File: src/sv/pms_pkg.sv
// Package for the parking maneuver sequencer: request, result, configuration
// and state types, mode and drive codes, and fixed maneuver constants.
// No dependencies.
package pms_pkg;

  localparam int unsigned CFG_IDX_W  = 3;
  localparam int unsigned CFG_DATA_W = 10;

  localparam logic [CFG_IDX_W-1:0] REG_FRONT_MIN  = 3'd0;
  localparam logic [CFG_IDX_W-1:0] REG_REAR_MIN   = 3'd1;
  localparam logic [CFG_IDX_W-1:0] REG_GAP_CM     = 3'd2;
  localparam logic [CFG_IDX_W-1:0] REG_GAP_MIN    = 3'd3;
  localparam logic [CFG_IDX_W-1:0] REG_CENTER_TOL = 3'd4;
  localparam logic [CFG_IDX_W-1:0] REG_CENTER_MAX = 3'd5;

  localparam logic [3:0] MODE_WAIT     = 4'd0;
  localparam logic [3:0] MODE_SEARCH   = 4'd1;
  localparam logic [3:0] MODE_RETURN   = 4'd2;
  localparam logic [3:0] MODE_TAIL     = 4'd3;
  localparam logic [3:0] MODE_REVERSE  = 4'd4;
  localparam logic [3:0] MODE_NOSEIN   = 4'd5;
  localparam logic [3:0] MODE_STRAIGHT = 4'd6;
  localparam logic [3:0] MODE_PARKED   = 4'd7;
  localparam logic [3:0] MODE_OBSTACLE = 4'd8;
  localparam logic [3:0] MODE_CENTER   = 4'd9;

  localparam logic [2:0] DRV_STOP      = 3'd0;
  localparam logic [2:0] DRV_FWD       = 3'd1;
  localparam logic [2:0] DRV_REV       = 3'd2;
  localparam logic [2:0] DRV_TAIL      = 3'd3;
  localparam logic [2:0] DRV_STRAIGHT  = 3'd4;
  localparam logic [2:0] DRV_NOSEIN    = 3'd5;
  localparam logic [2:0] DRV_FWDPULSE  = 3'd6;
  localparam logic [2:0] DRV_REVPULSE  = 3'd7;

  localparam logic [7:0] RETURN_TICKS  = 8'd4;
  localparam logic [2:0] TURN_MAX      = 3'd6;
  localparam logic [2:0] TURN_MIN      = 3'd5;
  localparam logic [9:0] LATERAL_BASE  = 10'd10;
  localparam logic [1:0] EXTRA_MAX     = 2'd2;
  localparam logic [7:0] SHORT_MIN     = 8'd3;

  typedef struct packed {
    logic [9:0] left_cm;
    logic [9:0] right_cm;
    logic [9:0] front_cm;
    logic [9:0] rear_cm;
    logic       start_pressed;
    logic       reset_pressed;
  } pms_req_t;

  typedef struct packed {
    logic [3:0]  mode;
    logic [2:0]  drive;
    logic        side_right;
    logic [15:0] gap_len;
  } pms_res_t;

  typedef struct packed {
    logic [9:0] front_min_cm;
    logic [9:0] rear_min_cm;
    logic [9:0] gap_cm;
    logic [7:0] gap_min_ticks;
    logic [5:0] center_tol_cm;
    logic [7:0] center_max_steps;
  } pms_cfg_t;

  typedef struct packed {
    logic [3:0]  mode;
    logic [15:0] left_cnt;
    logic [15:0] right_cnt;
    logic [15:0] gap_ticks;
    logic [9:0]  lateral_cm;
    logic [7:0]  man_timer;
    logic [7:0]  safety_timer;
    logic [7:0]  turn_done;
    logic [7:0]  center_steps;
    logic        side;
  } pms_state_t;

endpackage

File: src/sv/pms_step.sv
// Next-state and drive logic of the parking sequencer for one request.
// Depends on pms_pkg.
module pms_step (
  input  pms_pkg::pms_state_t state_i,
  input  pms_pkg::pms_cfg_t   cfg_i,
  input  pms_pkg::pms_req_t   req_i,
  output pms_pkg::pms_state_t state_o,
  output pms_pkg::pms_res_t   res_o
);
  import pms_pkg::*;

  function automatic logic [7:0] inc8(input logic [7:0] v);
    return (v == 8'hFF) ? v : v + 8'd1;
  endfunction

  function automatic logic [15:0] inc16(input logic [15:0] v);
    return (v == 16'hFFFF) ? v : v + 16'd1;
  endfunction

  function automatic logic [2:0] turn_limit(input logic [15:0] g);
    return (g[15:1] >= 15'(TURN_MAX)) ? TURN_MAX : TURN_MIN;
  endfunction

  pms_state_t nxt;
  logic [2:0]  drive;
  logic        left_far;
  logic        right_far;
  logic        left_take;
  logic [7:0]  tick;
  logic [9:0]  lat_diff;
  logic [8:0]  lat_half;
  logic [1:0]  extra;
  logic [3:0]  rev_limit;
  logic [7:0]  straight_lim;
  logic [10:0] pair_sum;
  logic [9:0]  avg;
  logic [9:0]  err_f;
  logic [9:0]  err_r;
  logic [9:0]  tol;
  logic [10:0] avg_tol;
  logic [7:0]  steps;

  assign left_far  = (req_i.left_cm > cfg_i.gap_cm) || (req_i.left_cm == 10'd0);
  assign right_far = (req_i.right_cm > cfg_i.gap_cm) || (req_i.right_cm == 10'd0);

  assign lat_diff  = state_i.lateral_cm - LATERAL_BASE;
  assign lat_half  = lat_diff[9:1];
  assign extra     = (state_i.lateral_cm <= LATERAL_BASE) ? 2'd0 :
                     (lat_half >= 9'(EXTRA_MAX)) ? EXTRA_MAX : lat_half[1:0];
  assign rev_limit = {1'b0, turn_limit(state_i.gap_ticks)} + {2'b00, extra};

  assign straight_lim = (state_i.turn_done >= SHORT_MIN + 8'd2) ?
                        state_i.turn_done - 8'd2 : SHORT_MIN;

  assign pair_sum = {1'b0, req_i.front_cm} + {1'b0, req_i.rear_cm};
  assign avg      = pair_sum[10:1];
  assign err_f    = (req_i.front_cm > avg) ? req_i.front_cm - avg : avg - req_i.front_cm;
  assign err_r    = (req_i.rear_cm > avg) ? req_i.rear_cm - avg : avg - req_i.rear_cm;
  assign tol      = {4'b0000, cfg_i.center_tol_cm};
  assign avg_tol  = {1'b0, avg} + {1'b0, tol};

  always_comb begin
    nxt       = state_i;
    drive     = DRV_STOP;
    left_take = 1'b0;
    tick      = 8'd0;
    steps     = 8'd0;

    if (req_i.reset_pressed) begin
      nxt.mode         = MODE_WAIT;
      nxt.left_cnt     = 16'd0;
      nxt.right_cnt    = 16'd0;
      nxt.safety_timer = 8'd0;
    end

    case (nxt.mode)
      MODE_WAIT: begin
        if (req_i.start_pressed) begin
          nxt.left_cnt  = 16'd0;
          nxt.right_cnt = 16'd0;
          nxt.mode      = MODE_SEARCH;
        end
      end
      MODE_SEARCH: begin
        drive = DRV_FWD;
        if ((req_i.front_cm != 10'd0) && (req_i.front_cm < cfg_i.front_min_cm)) begin
          nxt.mode = MODE_OBSTACLE;
        end
        if (left_far) begin
          nxt.left_cnt = inc16(nxt.left_cnt);
        end else if (nxt.left_cnt > {8'd0, cfg_i.gap_min_ticks}) begin
          left_take        = 1'b1;
          nxt.side         = 1'b0;
          drive            = DRV_STOP;
          nxt.gap_ticks    = nxt.left_cnt;
          nxt.lateral_cm   = req_i.left_cm;
          nxt.man_timer    = 8'd0;
          nxt.safety_timer = 8'd0;
          nxt.mode         = MODE_RETURN;
        end else begin
          nxt.left_cnt = 16'd0;
        end
        if (!left_take) begin
          if (right_far) begin
            nxt.right_cnt = inc16(nxt.right_cnt);
          end else if (nxt.right_cnt > {8'd0, cfg_i.gap_min_ticks}) begin
            nxt.side         = 1'b1;
            drive            = DRV_STOP;
            nxt.gap_ticks    = nxt.right_cnt;
            nxt.lateral_cm   = req_i.right_cm;
            nxt.man_timer    = 8'd0;
            nxt.safety_timer = 8'd0;
            nxt.mode         = MODE_RETURN;
          end else begin
            nxt.right_cnt = 16'd0;
          end
        end
      end
      MODE_RETURN: begin
        drive         = DRV_REV;
        tick          = inc8(nxt.man_timer);
        nxt.man_timer = tick;
        if (tick >= RETURN_TICKS) begin
          drive            = DRV_STOP;
          nxt.man_timer    = 8'd0;
          nxt.safety_timer = 8'd0;
          nxt.mode         = MODE_TAIL;
        end
      end
      MODE_TAIL: begin
        drive         = DRV_TAIL;
        tick          = inc8(nxt.man_timer);
        nxt.man_timer = tick;
        if (tick >= {5'd0, turn_limit(nxt.gap_ticks)}) begin
          drive            = DRV_STOP;
          nxt.turn_done    = tick;
          nxt.safety_timer = 8'd0;
          nxt.mode         = MODE_REVERSE;
        end
      end
      MODE_REVERSE: begin
        drive = DRV_REV;
        if (nxt.safety_timer >= {4'd0, rev_limit}) begin
          drive         = DRV_STOP;
          nxt.man_timer = 8'd0;
          nxt.mode      = MODE_NOSEIN;
        end
        nxt.safety_timer = inc8(nxt.safety_timer);
      end
      MODE_NOSEIN: begin
        drive         = DRV_NOSEIN;
        tick          = inc8(nxt.man_timer);
        nxt.man_timer = tick;
        if (tick >= SHORT_MIN) begin
          drive         = DRV_STOP;
          nxt.man_timer = 8'd0;
          nxt.mode      = MODE_STRAIGHT;
        end
      end
      MODE_STRAIGHT: begin
        drive         = DRV_STRAIGHT;
        tick          = inc8(nxt.man_timer);
        nxt.man_timer = tick;
        if (tick >= straight_lim) begin
          drive            = DRV_STOP;
          nxt.center_steps = 8'd0;
          nxt.mode         = MODE_CENTER;
        end
      end
      MODE_PARKED: begin
        if (req_i.start_pressed) begin
          nxt.mode = MODE_WAIT;
        end
      end
      MODE_OBSTACLE: begin
        if (req_i.front_cm > cfg_i.front_min_cm) begin
          nxt.mode = MODE_WAIT;
        end
      end
      MODE_CENTER: begin
        steps = inc8(nxt.center_steps);
        if ((req_i.front_cm == 10'd0) || (req_i.rear_cm == 10'd0)) begin
          nxt.center_steps = steps;
          if (steps > cfg_i.center_max_steps) begin
            nxt.mode = MODE_PARKED;
          end
        end else if ((err_f <= tol) && (err_r <= tol)) begin
          nxt.mode = MODE_PARKED;
        end else begin
          nxt.center_steps = steps;
          if (steps > cfg_i.center_max_steps) begin
            nxt.mode = MODE_PARKED;
          end else if ((req_i.front_cm > req_i.rear_cm) &&
                       ({1'b0, req_i.front_cm} > avg_tol)) begin
            if ({1'b0, req_i.front_cm} <= {1'b0, cfg_i.front_min_cm} + {1'b0, tol}) begin
              nxt.mode = MODE_PARKED;
            end else begin
              drive = DRV_FWDPULSE;
            end
          end else if ((req_i.rear_cm > req_i.front_cm) &&
                       ({1'b0, req_i.rear_cm} > avg_tol)) begin
            if ({1'b0, req_i.rear_cm} <= {1'b0, cfg_i.rear_min_cm} + {1'b0, tol}) begin
              nxt.mode = MODE_PARKED;
            end else begin
              drive = DRV_REVPULSE;
            end
          end
        end
      end
      default: begin
        nxt.mode = MODE_WAIT;
      end
    endcase
  end

  assign state_o          = nxt;
  assign res_o.mode       = nxt.mode;
  assign res_o.drive      = drive;
  assign res_o.side_right = nxt.side;
  assign res_o.gap_len    = nxt.gap_ticks;

endmodule

File: src/sv/parking_maneuver_sequencer.sv
// Parking maneuver sequencer top level: request register, step logic, result register.
// Depends on pms_pkg and pms_step.
// A request waits in the request register while stalled, then the result is registered.
// One request per cycle unless the output stalls, set by the step logic and state update.
// Reset: rst_ni clears both valid flags, the sequencer state and loads the default
// configuration values; there is no clearing pass.
module parking_maneuver_sequencer (
  input  logic                                clk_i,
  input  logic                                rst_ni,
  input  logic                                in_valid_i,
  output logic                                in_stall_o,
  input  pms_pkg::pms_req_t                   in_req_i,
  output logic                                out_valid_o,
  input  logic                                out_stall_i,
  output pms_pkg::pms_res_t                   out_res_o,
  input  logic                                cfg_we_i,
  input  logic [pms_pkg::CFG_IDX_W-1:0]       cfg_idx_i,
  input  logic [pms_pkg::CFG_DATA_W-1:0]      cfg_wdata_i
);
  import pms_pkg::*;

  logic       in_valid_q;
  pms_req_t   in_req_q;
  logic       out_valid_q;
  pms_res_t   out_res_q;
  pms_res_t   step_res;
  pms_state_t state_q;
  pms_state_t state_d;
  pms_cfg_t   cfg_q;
  logic       fire;

  assign fire       = in_valid_q && (!out_valid_q || !out_stall_i);
  assign in_stall_o = in_valid_q && !fire;

  pms_step u_step (
    .state_i (state_q),
    .cfg_i   (cfg_q),
    .req_i   (in_req_q),
    .state_o (state_d),
    .res_o   (step_res)
  );

  always_ff @(posedge clk_i or negedge rst_ni) begin
    if (!rst_ni) begin
      in_valid_q  <= 1'b0;
      out_valid_q <= 1'b0;
      state_q     <= '0;
    end else begin
      if (!in_stall_o) begin
        in_valid_q <= in_valid_i;
      end
      if (fire) begin
        out_valid_q <= 1'b1;
        state_q     <= state_d;
      end else if (!out_stall_i) begin
        out_valid_q <= 1'b0;
      end
    end
  end

  always_ff @(posedge clk_i) begin
    if (!in_stall_o && in_valid_i) begin
      in_req_q <= in_req_i;
    end
    if (fire) begin
      out_res_q <= step_res;
    end
  end

  always_ff @(posedge clk_i or negedge rst_ni) begin
    if (!rst_ni) begin
      cfg_q.front_min_cm     <= 10'd15;
      cfg_q.rear_min_cm      <= 10'd19;
      cfg_q.gap_cm           <= 10'd25;
      cfg_q.gap_min_ticks    <= 8'd3;
      cfg_q.center_tol_cm    <= 6'd2;
      cfg_q.center_max_steps <= 8'd35;
    end else if (cfg_we_i) begin
      case (cfg_idx_i)
        REG_FRONT_MIN:  cfg_q.front_min_cm     <= cfg_wdata_i;
        REG_REAR_MIN:   cfg_q.rear_min_cm      <= cfg_wdata_i;
        REG_GAP_CM:     cfg_q.gap_cm           <= cfg_wdata_i;
        REG_GAP_MIN:    cfg_q.gap_min_ticks    <= cfg_wdata_i[7:0];
        REG_CENTER_TOL: cfg_q.center_tol_cm    <= cfg_wdata_i[5:0];
        REG_CENTER_MAX: cfg_q.center_max_steps <= cfg_wdata_i[7:0];
        default: begin
        end
      endcase
    end
  end

  assign out_valid_o = out_valid_q;
  assign out_res_o   = out_res_q;

`ifndef SYNTH
  a_stall_needs_item: assert property (@(posedge clk_i) disable iff (!rst_ni)
    in_stall_o |-> in_valid_q)
    else $error("input stalled with an empty request register");

  a_fire_gives_result: assert property (@(posedge clk_i) disable iff (!rst_ni)
    fire |=> out_valid_q)
    else $error("processed request produced no result");

  a_state_holds: assert property (@(posedge clk_i) disable iff (!rst_ni)
    !fire |=> $stable(state_q))
    else $error("sequencer state changed without a processed request");

  a_idle_modes_stop: assert property (@(posedge clk_i) disable iff (!rst_ni)
    (out_valid_q && ((out_res_q.mode == MODE_WAIT) || (out_res_q.mode == MODE_PARKED)))
      |-> (out_res_q.drive == DRV_STOP))
    else $error("drive active in wait or parked mode");
`endif

endmodule

File: config.mk
export PLATFORM = sky130hd
export DESIGN_NAME = parking_maneuver_sequencer
export DESIGN_NICKNAME = d
export VERILOG_FILES = /design/src/sv/pms_pkg.sv /design/src/sv/pms_step.sv /design/src/sv/parking_maneuver_sequencer.sv
export SDC_FILE = /design/constraint.sdc
export NUM_CORES = 1
export LEC_CHECK = 0
export BUFFER_PORTS_ARGS = -buffer_cell sky130_fd_sc_hd__buf_4
export CAP_MARGIN = 30
export CORE_MARGIN = 2
export CORE_UTILIZATION = 30
export CTS_BUF_LIST = sky130_fd_sc_hd__clkbuf_4 sky130_fd_sc_hd__clkbuf_8
export DETAILED_ROUTE_END_ITERATION = 8
export REMOVE_ABC_BUFFERS = 1
export SLEW_MARGIN = 40
export SYNTH_ARGS = -nofsm -noshare
export SYNTH_HDL_FRONTEND = slang
export SYNTH_HIERARCHICAL = 1
export SYNTH_SLANG_ARGS = --single-unit
File: constraint.sdc
create_clock -name clk_i -period 7.3 [get_ports clk_i]
set_clock_uncertainty 0.05 [all_clocks]
set_input_delay 0.365 -clock clk_i [delete_from_list [all_inputs] [get_ports clk_i]]
set_output_delay 0.365 -clock clk_i [all_outputs]
set_load 0.005 [all_outputs]
==> run metrics, run 1 <==
share of power burned in the clock network 0.260; NumNets Final 2273; Starting Density 0.303; CP Max Fanout 11; Yosys top cell area share 0.190; Worst R2R Start in_req_q[3]$_DFFE_PP_; largest net degree at the start of global routing 76; worst hold endpoint cfg_q[42]$_DFFE_PN1P_; average vias per placed instance 5.30; CTS tree built; fmax 147 MHz; flops & latches, synth 215; Area Growth Syn to Fin 17.1%; Pwr Density 248 nW/um2; Port Buffers 85; most frequent cells in the layout 201 x ha_1, 148 x nand2_1, 133 x dfrtp_1, 128 x inv_1, 121 x buf_4; reg2reg end state_q[1]$_DFFE_PN0P_; CTS clk-pin slew, worst paths 60 ps; CP max-delay cell edfxtp_1; total number of H-tree levels 2; EDFF count, synth 66; crit-path max cell delay 490 ps; Wirelength per Cell 18.2 um; GRT Total Usage 0.167; Synth Flop Type dfrtp_1; Cell Area, Synth 17500 um2; initial antenna violation count 0; Final min period 6810 ps; sequential power share 0.306; Final Hold Fails 0; combinational share of power 0.434; Core Area 57700 um2; kind of critical path flip-flop to flip-flop; clock tree sinks 215; RSZ-0062 raised after global routing no; Area contributors post-synth dfrtp_1 19%, ha_1 14%, edfxtp_1 11%; register area share after synthesis 0.327; Sw Ratio 0.390; synth unique cells 87; slew margin rel. 0.459; Die Ht 246 um; via count 14846; Post-Route WL 51000 um; Final period util 0.933; CP dominant cell by count a21oi_1; status finished clean; CP required 7700 ps; most common cell after layout, fill and taps aside ha_1; initial DRC count 1078; Async SR Flop Fraction 0.693; Core Util, Final 0.355; die area 60300 um2; Inserted Diodes 0; Worst Max-Slew Pin Slew 811 ps; internal power 3.10 mW; I/O pin cnt 86; DRC errors left 0; share of cells above drive strength 1 0.175; Leak Pwr 9.26 nW; WHS 287 ps; global-route wire length before repair 80000 um; HPWL Detailed 38100 um; Initial DRT Pass Iterations 5; max capacitance violation total 0; # setup viols final 0; vias in the first global route 14492; Die Wd 246 um; Mean Syn Cell Area 9.43 um2; GRT overflow 0; Syn Inst Count 1857; Crit path arrival time 7210 ps; fin. max-slew vios 0; cell count of the worst hold path 4; r2r setup slk 490 ps; Hold WC Path Type input port to flip-flop; hold path start cfg_idx_i[2]; endpoint class of the critical path flip-flop; FP Rows 88; Clock Tree Root clkbuf_8; CTS Buf Count 41; Setup crit start kind flip-flop; r2r worst-path depth 28; GPL Wtd Cong 0.914; YS warnings 6; Switch Pwr 1.98 mW; clock buffer depth 3; Antenna Nets Post-Route 0; Max VDD drop 0.156 mV; cell accounting for the most synthesized area dfrtp_1; Fin Setup TNS 0 ps; Worst-Skew Late Latency 630 ps
## cell families (layout without fill, tap and decap cells)
| kind of cell | after synthesis | count (layout) | synth area share |
|---|---|---|---|
| buf+inv | 207 | 384 | 0.0540 |
| flops | 215 | 215 | 0.327 |
| simple gates | 556 | 556 | 0.163 |
| fa+ha+maj | 211 | 211 | 0.155 |
| mux | 169 | 169 | 0.108 |
| compound gates | 440 | 440 | 0.164 |
| xor+xnor | 59 | 59 | 0.0295 |
## metrics by stage
| stage | cells | cell area [um2] | worst slack [ps] | power, mW |
|---|---|---|---|---|
| 2_1_floorplan | 1778 | 17000 | 935 | 3.02 |
| 3_3_place_gp | 2661 | 18900 | 223 | 3.63 |
| 3_5_place_dp | 2661 | 18900 | 103 | 3.69 |
| 4_1_cts | 2792 | 20400 | 124 | 5.08 |
| 5_1_grt | 2799 | 20500 | 78.4 | 5.43 |
| 6_report | 2799 | 20500 | 491 | 5.08 |
## what timing repair did
item | in CTS | in global routing
hold buffers | 56 | 0
endpoints found under the hold margin | 165 | 0
endpoints found under the setup margin | 0 | 17
setup buffers | 0 | 7
resized for setup | 0 | 5
## synthesized netlist by cell type (all sizes together), types with 17 or more instances
cell type	count
nor2	92
a21o	33
and3	24
nor4	28
a21oi	96
mux2	152
edfxtp	66
buf	43
nand2b	31
xnor2	35
nor2b	55
nand4	42
o21ai	127
a22oi	25
a31oi	22
clkbuf	36
nor3	32
nand2	148
mux2i	17
dfrtp	133
inv	128
xor2	24
o21a	27
ha	202
nand3	57
## power groups by stage
stage               clock network (mW)  logic, mW  registers, mW
floorplan                            0       1.49           1.53
global placement                     0       2.06           1.57
detailed placement                   0       2.12           1.58
CTS                               1.37       2.16           1.55
global route                      1.42       2.44           1.58
finish                            1.32       2.21           1.55
## metal layers
layer  global-route usage  wire, um
met3               0.0339      3200
met4               0.0572      1640
met1                0.225     22800
met2                0.264     23300
met5                    0         0
## worst max-delay path: cells and delay by family (launching register included)
| kind | cells | cell delay, ps |
|---|---|---|
| AOI/OAI and AO/OA | 12 | 2360 |
| and+or+nand+nor | 9 | 1940 |
| adders and majority gates | 3 | 1070 |
| DFF | 1 | 490 |
| buffers and inverters | 2 | 390 |
| muxes | 1 | 270 |
| xor gates and xnor gates | 1 | 130 |
## layout make-up
class,instances,area (um2)
clock inverters,12,123
multi-input cells,1435,10900
well taps,765,957
repair buffers,181,1530
inverters,128,480
fillers,5848,37200
flip-flops and latches,215,5730
clock buffers,63,786
## registers in the layout, indices dropped and copies added (netlist names)
name / flops
in_valid_q: 1
out_res_o: 24
out_valid_o: 1
cfg_q: 52
state_q: 95
in_req_q: 42
## worst max path at each step
stage	startpoint	endpoint	slack, ps	cells past startpoint
floorplan	in_req_q[13]$_DFFE_PP_	state_q[1]$_DFFE_PN0P_	930	27
global placement	in_req_q[3]$_DFFE_PP_	state_q[7]$_DFFE_PN0P_	220	28
detailed placement	in_req_q[3]$_DFFE_PP_	state_q[8]$_DFFE_PN0P_	100	27
CTS	in_req_q[3]$_DFFE_PP_	state_q[1]$_DFFE_PN0P_	120	27
global route	in_req_q[2]$_DFFE_PP_	state_q[1]$_DFFE_PN0P_	80	27
finish	in_req_q[3]$_DFFE_PP_	state_q[1]$_DFFE_PN0P_	490	28
(Power assumes the default switching activity.)
==> run 2, diff against run 1 <==
ABC_AREA = 1   (was unset)
SLEW_MARGIN = unset   (was 40)
clock period = 8.2 ns   (was 7.3 ns; I/O delays follow)
==> run metrics, run 2 <==
total power 4.72 mW (-7.2%); crit-path max cell delay 720 ps (+230 ps); r2r worst-path depth 23 (-18%); cell count of the worst hold path 3 (-1); Switch Pwr 1.93 mW (-2.7%); Max VDD drop 0.157 mV (+0.21%); CTS clk-pin slew, worst paths 70 ps (about the same); RSZ-0062 raised after global routing no; Post-synth top cells 757 x nand2_1, 294 x inv_1, 202 x ha_1; Clock Tree Root clkbuf_8; NumNets Final 2859 (+26%); WP buf/inv 2 (unchanged); global-route wire length before repair 85400 um (+6.7%); CP required 8470 ps (+770 ps); pre-CTS setup slack 2520 ps (+2410 ps); clock tree sinks 215 (unchanged); worst hold endpoint cfg_q[6]$_DFFE_PN0P_; Die Wd 250 um (+1.7%); HPWL Detailed 38500 um (+1.1%); CP dominant cell by count o21ai_0; Final period util 0.716 (-0.217); post-CTS resize count 0 (unchanged); WHS 35.8 ps (-251 ps); combinational share of power 0.433 (about the same); synth unique cells 71 (-18%); CP Max Fanout 6 (-5); Sw Ratio 0.409 (+0.0190); GRT overflow 0 (unchanged); average vias per placed instance 4.91 (-7.5%); max capacitance violation total 0 (unchanged); FP Rows 90 (+2.3%); total number of H-tree levels 2 (unchanged); Port Buffers 85 (unchanged); most common cell after layout, fill and taps aside nand2_1; kind of critical path flip-flop to flip-flop; Yosys top cell area share 0.184 (-0.00655); Die Ht 250 um (+1.7%); Wirelength per Cell 15.5 um (-15%); Final min period 5870 ps (-939 ps); Worst Max-Slew Pin Slew 1010 ps (+200 ps); Setup crit start kind flip-flop; YS warnings 6 (unchanged); EDFF count, synth 66 (unchanged); initial DRC count 1050 (-2.6%); share of power burned in the clock network 0.258 (-0.002); fin. max-slew vios 0 (unchanged); Worst-Skew Late Latency 610 ps (-20 ps); reg2reg end out_res_o[19]$_DFFE_PP_; PnR worst setup slack 2330 ps (+1840 ps); I/O pin cnt 86 (unchanged); Crit path arrival time 6140 ps (-1070 ps); Post-Route WL 52600 um (+3.1%); GPL Wtd Cong 0.903 (-1.2%); Area Growth Syn to Fin 15.0%; r2r setup slk 2330 ps (+1840 ps); family with the most delay on the worst path adder cells; DRC errors left 0 (unchanged); Async SR Flop Fraction 0.693 (unchanged); largest net degree at the start of global routing 87 (+14%); fmax 170 MHz (+16%); GRT Total Usage 0.168 (+0.000902); slew margin rel. 0.323 (-0.136); most frequent cells in the layout 757 x nand2_1, 293 x inv_1, 202 x ha_1, 183 x nor2_1, 144 x o21ai_0; top-count cell post-synth nand2_1; Worst R2R Start in_req_q[12]$_DFFE_PP_; share of cells above drive strength 1 0.100 (-0.0745); flops & latches, synth 215 (unchanged); clock buffer depth 3 (unchanged); Synth Flop Type dfrtp_1; Initial DRT Pass Iterations 5 (unchanged); Core Area 60000 um2 (+4.0%); largest registers state_q: 95 flops, cfg_q: 52 flops, in_req_q: 42 flops; register area share after synthesis 0.316 (-0.0113); Leak Pwr 10.1 nW (+8.6%); Mean Syn Cell Area 7.31 um2 (-22%); internal power 2.79 mW (-10%); sequential power share 0.308 (+0.002); Hold WC Path Type input port to flip-flop; CTS tree built; Top reg by flops state_q; Cell Area, Synth 18100 um2 (+3.6%); endpoint class of the critical path flip-flop; hold path start cfg_wdata_i[6]; CTS Buf Count 39 (-4.9%); # setup viols final 0 (unchanged); Pwr Density 226 nW/um2 (-8.8%); max reg flops 95 (unchanged); vias in the first global route 16242 (+12%); status finished clean; CP max-delay cell xnor2_1; Core Util, Final 0.347 (-0.00783); initial antenna violation count 2 (+2); Area contributors post-synth dfrtp_1 18%, nand2_1 16%, ha_1 14%; Starting Density 0.302 (-0.00135); Final Hold Fails 0 (unchanged); Syn Inst Count 2481 (+34%); Critical Path, Cell by Cell ha_1, fa_1, xnor2_1, inv_1, fa_1, o21ai_0, a21oi_1, o21ai_0, xnor2_1, ha_1, nand2_1, nor2_1, a211oi_1, o21a_1, o21ai_0, a21oi_1, nor3_1, nand2_1, inv_1, nand4_1, nor2_1, o21ai_0, nand3_1; die area 62400 um2 (+3.5%); via count 16687 (+12%); cell accounting for the most synthesized area dfrtp_1; Antenna Nets Post-Route 0 (unchanged); FILL cells 6348 (+8.5%); Fin Setup TNS 0 ps (unchanged)
-- run 2: cell count changes after synthesis, moves of 25 or more --
| cell | previous run | this run |
|---|---|---|
| nand3_1 | 56 | 123 |
| nor2b_1 | 54 | 0 |
| mux2_2 | 105 | 0 |
| nand2b_1 | 31 | 0 |
| nor2_1 | 92 | 184 |
| o21ai_0 | 111 | 144 |
| nand2_1 | 148 | 757 |
| a21o_1 | 33 | 2 |
| mux2_1 | 47 | 0 |
| inv_1 | 128 | 294 |
| a22oi_1 | 25 | 0 |
-- run 2: what timing repair did --
item,in CTS,in global routing
endpoints found under the hold margin,102,0
endpoints found under the setup margin,0,0
setup buffers,0,0
hold buffers,49,0
-- run 2: tightest hold or removal path: cells and delay by family --
| kind | cells | cell delay (ps) |
|---|---|---|
| buf+inv | 1 | 140 |
| simple gates | 2 | 110 |
-- run 2: cell type report --
type                       instances  area, um2  share of cell area
multi-input combinational       1873      10800               0.517
sequential                       215       5730               0.275
timing repair buffer             145       1240              0.0597
inverter                         314       1180              0.0568
tap                              782        978              0.0469
clock buffer                      53        692              0.0332
clock inverter                    19        228              0.0109
antenna                            1       2.50            0.000120
-- run 2: how the worst max path moves through the flow --
| stage | start | endpoint | slack, ps | depth (start not counted) |
|---|---|---|---|---|
| finish | in_req_q[12]$_DFFE_PP_ | out_res_o[19]$_DFFE_PP_ | 2330 | 23 |
| global route | in_req_q[2]$_DFFE_PP_ | state_q[92]$_DFFE_PN0P_ | 1770 | 25 |
| CTS | in_req_q[12]$_DFFE_PP_ | out_res_o[19]$_DFFE_PP_ | 2470 | 23 |
| detailed placement | in_req_q[12]$_DFFE_PP_ | out_res_o[18]$_DFFE_PP_ | 2520 | 23 |
| global placement | in_req_q[12]$_DFFE_PP_ | out_res_o[21]$_DFFE_PP_ | 2480 | 23 |
| floorplan | in_req_q[13]$_DFFE_PP_ | state_q[1]$_DFFE_PN0P_ | 3300 | 33 |
-- run 2: power groups by stage --
stage	sequential (mW)	combinational [mW]	clock, mW
floorplan	1.41	1.44	0
global placement	1.47	1.99	0
detailed placement	1.47	2.01	0
CTS	1.45	2.04	1.26
global route	1.47	2.34	1.30
finish	1.45	2.04	1.22
-- run 2: logic make-up (layout without fill, tap and decap cells) --
family | after synthesis | in the layout | share of synthesized area
buf+inv | 393 | 531 | 0.0901
other cells | 0 | 1 | 0
mux | 4 | 4 | 0.00221
flops | 215 | 215 | 0.316
fa+ha+maj | 211 | 211 | 0.149
xor+xnor | 62 | 62 | 0.0300
compound gates | 385 | 385 | 0.128
simple gates | 1211 | 1211 | 0.285
-- run 2: layer usage --
| layer | vias up | part of all wire | GRT usage |
|---|---|---|---|
| li1 | 8427 | - | - |
| met1 | 7760 | 0.45 | 0.219 |
| met2 | 403 | 0.46 | 0.281 |
| met3 | 97 | 0.048 | 0.0212 |
| met4 | 0 | 0.034 | 0.0678 |
| met5 | - | 0 | 0 |
-- run 2: metrics by stage --
stage | instance area (um2) | cells
after floorplan | 17700 | 2402
after global placement | 19400 | 3277
after detailed placement | 19400 | 3279
after CTS | 20800 | 3400
after global routing | 20800 | 3402
final | 20800 | 3402
